**config.mk**
```make
export PLATFORM = sky130hd
export DESIGN_NAME = ncpq_isqrt
export DESIGN_NICKNAME = d
export VERILOG_FILES = /design/src/ncpq_isqrt.sv
export SDC_FILE = /design/constraint.sdc
export NUM_CORES = 2
export LEC_CHECK = 0
export CAP_MARGIN = 10
export CORE_UTILIZATION = 55
export DETAILED_ROUTE_END_ITERATION = 10
export DONT_BUFFER_PORTS = 1
export HOLD_SLACK_MARGIN = 0.06
export PLACE_DENSITY = 0.68
export SLEW_MARGIN = 20
export SYNTH_ARGS = -nofsm -noshare
export SYNTH_HDL_FRONTEND = slang
export SYNTH_SLANG_ARGS = --single-unit
```
**constraint.sdc**
```tcl
create_clock -name clk -period 3.8 [get_ports clk]
set_input_delay 0.76 -clock clk [delete_from_list [all_inputs] [get_ports clk]]
set_output_delay 0.76 -clock clk [all_outputs]
set_load 0.05 [all_outputs]
```
**src/ncpq_isqrt.sv**
```systemverilog
// Pipelined integer square root, one result bit per stage.
module ncpq_isqrt #(
    parameter int W = 48
) (
    input  logic           clk,
    input  logic           en,
    input  logic [W-1:0]   x,
    output logic [W/2-1:0] root
);

    localparam int N = W / 2;

    logic [N:0]   rem_reg  [0:N-2];
    logic [W-1:0] x_reg    [0:N-2];
    logic [N-1:0] root_reg [0:N-1];

    logic [N:0]   p_rem   [0:N-1];
    logic [N-1:0] p_root  [0:N-1];
    logic [W-1:0] p_x     [0:N-1];
    logic [N+1:0] remx_w  [0:N-1];
    logic [N+1:0] trial_w [0:N-1];
    logic [N+1:0] diff_w  [0:N-1];
    logic         ge_w    [0:N-1];

    for (genvar k = 0; k < N; k++) begin : g_stage
        if (k == 0) begin : g_src_in
            assign p_rem[k]  = '0;
            assign p_root[k] = '0;
            assign p_x[k]    = x;
        end else begin : g_src_reg
            assign p_rem[k]  = rem_reg[k-1];
            assign p_root[k] = root_reg[k-1];
            assign p_x[k]    = x_reg[k-1];
        end

        // Bring down the next bit pair and try the next root bit.
        assign remx_w[k]  = {p_rem[k][N-1:0], p_x[k][W-1:W-2]};
        assign trial_w[k] = {p_root[k], 2'b01};
        assign diff_w[k]  = remx_w[k] - trial_w[k];
        assign ge_w[k]    = remx_w[k] >= trial_w[k];

        always_ff @(posedge clk)
        begin
            if (en)
            begin
                root_reg[k] <= {p_root[k][N-2:0], ge_w[k]};
            end
        end

        if (k < N - 1) begin : g_carry
            always_ff @(posedge clk)
            begin
                if (en)
                begin
                    rem_reg[k] <= ge_w[k] ? diff_w[k][N:0] : remx_w[k][N:0];
                    x_reg[k]   <= {p_x[k][W-3:0], 2'b00};
                end
            end
        end
    end

    assign root = root_reg[N-1];

endmodule

```
# Yosys cells after proc, flatten, opt, wreduce, memory -nomap -nowiden
# Memory sizes are Yosys's and may differ from the RTL's.
# Cells that the tools add are included.
dict set report totals {
  memories 3
  out_inout_bits 24
  word_cells 75
  ram_bits 2209
  input_bits 50
  reg_bits 0
}
# memory depth width read_ports rd_ports_with_merged_regs wr line_no
set memory_table {}
lappend memory_table {x_reg 23 46 23 0 23 14} ;# logic [W-1:0] x_reg [0:N-2];
lappend memory_table {root_reg 24 24 24 0 24 15} ;# logic [N-1:0] root_reg [0:N-1];
lappend memory_table {rem_reg 23 25 23 0 23 13} ;# logic [N:0] rem_reg [0:N-2];
dict set report classes {
  n_mux 25
  n_addsub 23
  n_lt_le_gt_ge 24
}
# cell n
set op_table {}
lappend op_table {{greater-or-equal comparator 26 bit} 23}
lappend op_table {{two-way mux 25 bit} 23}
lappend op_table {{subtractor 25 bit} 22}
lappend op_table {{subtractor 2 x 1 -> 3 bit, second input constant} 1}
lappend op_table {{greater-or-equal comparator 2 x 1 -> 1 bit, second input constant} 1}
lappend op_table {{two-way mux 1 bit} 2}

# Logic depth before layout (Yosys ltp)
# An unclocked memory read counts as a cell.
dict set report logic_depth {
  word_depth 3
  depth_mapped 13
  depth_no_buf 12
}

# Worst setup path before layout
# OpenSTA, ideal clock, no wires.
dict set report synth_path {
  path_kind {reg2reg}
  start {memory rem_reg[2][134] in the netlist's numbering}
  end {memory rem_reg[2][155] in the netlist's numbering, data pin}
  synth_period_minus_slack_ps 3116
  slack_ps 684
  path_stages_with_launch 10
  required_time_ps 3540
  setup_ps 260
  arrival_time_ps 2856
  n_path_buf 1
  path_cell_list {edfxtp_1 > ha_1 > a21o_1 > a211oi_1 > o22a_1 > a21oi_1 > a2111oi_0 > o31ai_1 > clkbuf_1 > mux2_2}
}
# item line_no
set synth_rtl {}
lappend synth_rtl {{start: declaration} 13}

==> impl_metrics.env <==
export IMPL_status="completed"
export IMPL_endpoint_kind="flip-flop"
export IMPL_hp_class="in2reg"
export IMPL_cts_made_buffers=143
export IMPL_fin_crit_sh=0.954
export IMPL_rsz0062_at_grt="false"
export IMPL_wl_per_cell_microns=17.0
export IMPL_fin_nets=5359
export IMPL_power_internal_mw=30.6
export IMPL_n_antenna_cell=0
export IMPL_grt_overflow_total=0
export IMPL_maxCapViolCount=0
export IMPL_synth_area_leaders="edfxtp_1 (65%), ha_1 (6.4%), xnor2_1 (3.0%), xor2_1 (2.6%), inv_1 (2.4%)"
export IMPL_first_pass_iters=7
export IMPL_crit_reg2reg_launch="rem_reg[2][75]$_DFFE_PP_"
export IMPL_synth_fp_nets=5192
export IMPL_largest_reg_flops=552
export IMPL_cp_start_kind="flip-flop"
export IMPL_yosysUniqueCellTypes=87
export IMPL_yosysSeqAreaShare=0.653
export IMPL_arrival_ps=4110
export IMPL_rrSetupSlack_ps=170
export IMPL_yosys_warnings=0
export IMPL_fin_skew_ps=32.9
export IMPL_ant_nets=0
export IMPL_nFillCells=8379
export IMPL_final_util=0.625
export IMPL_area_growth_pct=11.9
export IMPL_grt_max_degree=1375
export IMPL_io_buffer_count=0
export IMPL_synthCells=4817
export IMPL_grt_pass1_vias=35100
export IMPL_period_minus_slack_ps=3630
export IMPL_ir_worst_vdd_v=0.000581
export IMPL_clock_tree_buffer_depth=3
export IMPL_die_h_microns=341
export IMPL_numClockSinks=1374
export IMPL_cts_root_buf="clkbuf_16"
export IMPL_r2r_end="rem_reg[2][123]$_DFFE_PP_"
export IMPL_dp_hpwl_microns=75200
export IMPL_pin_count=74
export IMPL_synth_common_cells="edfxtp_1 (1374), inv_1 (408), ha_1 (325)"
export IMPL_power_frac_comb=0.178
export IMPL_start_util=0.558
export IMPL_synth_main_ff_cell="edfxtp_1"
export IMPL_power_density_nw_per_um2=592
export IMPL_ff2ff_path_depth=10
export IMPL_syn_area_per_cell_sq_um=13.1
export IMPL_cts_tree="built"
export IMPL_hold_ws_ps=121
export IMPL_synth_largest_area_cell="edfxtp_1"
export IMPL_synth_top_area_share=0.653
export IMPL_worst_pin_slew_ps=946
export IMPL_drive_gt1_frac=0.0700
export IMPL_grt_pass1_wl_microns=179000
export IMPL_worst_path_max_fanout=4
export IMPL_viasPerCell=5.52
export IMPL_cts_reportedPaths_clkPinSlew_ps=60
export IMPL_crit_type="reg2reg"
export IMPL_antenna_found_initial=0
export IMPL_vias=36400
export IMPL_drc=0
export IMPL_setup_viol=0
export IMPL_fmaxAchievable_mhz=276
export IMPL_hold_viol=0
export IMPL_fp_coreArea_sq_um=113000
export IMPL_grtUsageTotal=0.192
export IMPL_seqPwrFrac=0.482
export IMPL_gp_congestion=0.881
export IMPL_p_leak_nw=27.1
export IMPL_synth_most_common_cell="edfxtp_1"
export IMPL_p_sw_mw=11.3
export IMPL_htreeDepth=4
export IMPL_drtIter0Drc=2640
export IMPL_die_x_microns=341
export IMPL_report_final_slew_viol_count=0
export IMPL_relSlewSlack=0.369
export IMPL_routed_wl_microns=112000
export IMPL_sw_frac_of_total=0.269
export IMPL_synth_area_sq_um=63200
export IMPL_async_flop_share=0
export IMPL_ys_ff_latch=1374
export IMPL_tns_ps=0
export IMPL_startpoint="rem_reg[2][75]$_DFFE_PP_"
export IMPL_clk_latency_ps=750
export IMPL_required_ps=4290
export IMPL_crit_path_end="rem_reg[2][123]$_DFFE_PP_"
export IMPL_clkPwrFrac=0.340
export IMPL_rows=123
export IMPL_synth_edf_count=1374
export IMPL_dieArea_sq_um=116000
## critical path, cell delays in order, from the launching register on
cell	delay, ps
edfxtp_1	400
ha_1	370
o21a_1	140
o21a_1	200
o21bai_1	230
a21oi_1	160
o41ai_1	690
a21oi_1	240
a31o_2	320
a211oi_1	260
mux2_2	360
## routing by layer
layer / track usage / vias up / wire [microns]
met5: 0 / - / 0
met4: 0.0632 / 0 / 2880
met3: 0.0325 / 205 / 4980
met2: 0.322 / 722 / 54300
met1: 0.253 / 17400 / 49800
li1: - / 18100 / -
## layout by cell type (no fill, tap or decap), types with 87 or more instances in the layout
| master | n |
|---|---|
| xor2_1 | 191 |
| o21a_1 | 87 |
| inv_1 | 407 |
| xnor2_1 | 213 |
| clkbuf_16 | 143 |
| edfxtp_1 | 1374 |
| a21oi_1 | 301 |
| nand2_1 | 323 |
| o21ai_0 | 237 |
| ha_1 | 325 |
| nor2_1 | 308 |
| a21o_1 | 100 |
| nor3_1 | 129 |
## worst min-delay path by stage
stage	end	slack (ps)	depth (start not counted)	start
final	x_reg[0][49]$_DFFE_PP_	120	0	en
after global routing	x_reg[0][1]$_DFFE_PP_	80	0	en
after CTS	root_reg[0][0]$_DFFE_PP_	110	1	x[47]
after detailed placement	x_reg[0][111]$_DFFE_PP_	400	0	x_reg[0][63]$_DFFE_PP_
after global placement	x_reg[0][178]$_DFFE_PP_	400	0	x_reg[0][130]$_DFFE_PP_
after floorplan	x_reg[0][100]$_DFFE_PP_	400	0	x_reg[0][52]$_DFFE_PP_
## cell type report
cell class	count	area, sq um	area share
sequential	1374	41300	0.584
multi-input combinational	2959	20100	0.285
clock buffer	172	3690	0.0522
tap	1500	1880	0.0266
inverter	409	1540	0.0218
clock inverter	86	1160	0.0164
timing repair buffer	96	1020	0.0144
timing repair inverter	1	7.51	0.000106
## power by group through the flow
stage | Clock, mW | Combinational [mW] | Sequential [mW]
after floorplan | 0 | 5.62 | 20.0
after global placement | 0 | 6.96 | 20.4
after detailed placement | 0 | 7.08 | 20.5
after CTS | 14.6 | 7.18 | 20.2
after global routing | 15.2 | 8.36 | 20.4
final | 14.2 | 7.45 | 20.2
## stage by stage
stage          setup slack, ps  cell area, sq um  std cells  power, mW
2_1_floorplan              684             63200       4817       25.6
3_3_place_gp              -179             65100       6283       27.4
3_5_place_dp              -178             65200       6284       27.6
4_1_cts                   54.0             70500       6589       42.0
5_1_grt                   43.8             70700       6597       43.9
6_report                   173             70700       6597       41.9
## cells by family after synthesis
kind of cell	share of synthesized area
multiplexers	0.0105
AO/OA/AOI/OAI	0.0946
flip-flops	0.653
AND/OR/NAND/NOR	0.0924
buffers and inverters	0.0290
adder cells (fa/ha/maj)	0.0644
XOR/XNOR	0.0560
other	0.0000594
## what timing repair did
action,4_1_cts,5_1_grt
gates resized for setup,3,1
endpoints found under the setup margin,16,19
hold endpoints to repair,46,0
hold buffers,46,0
setup buffers,0,1
cloned,1,0
(Power assumes the default switching activity.)
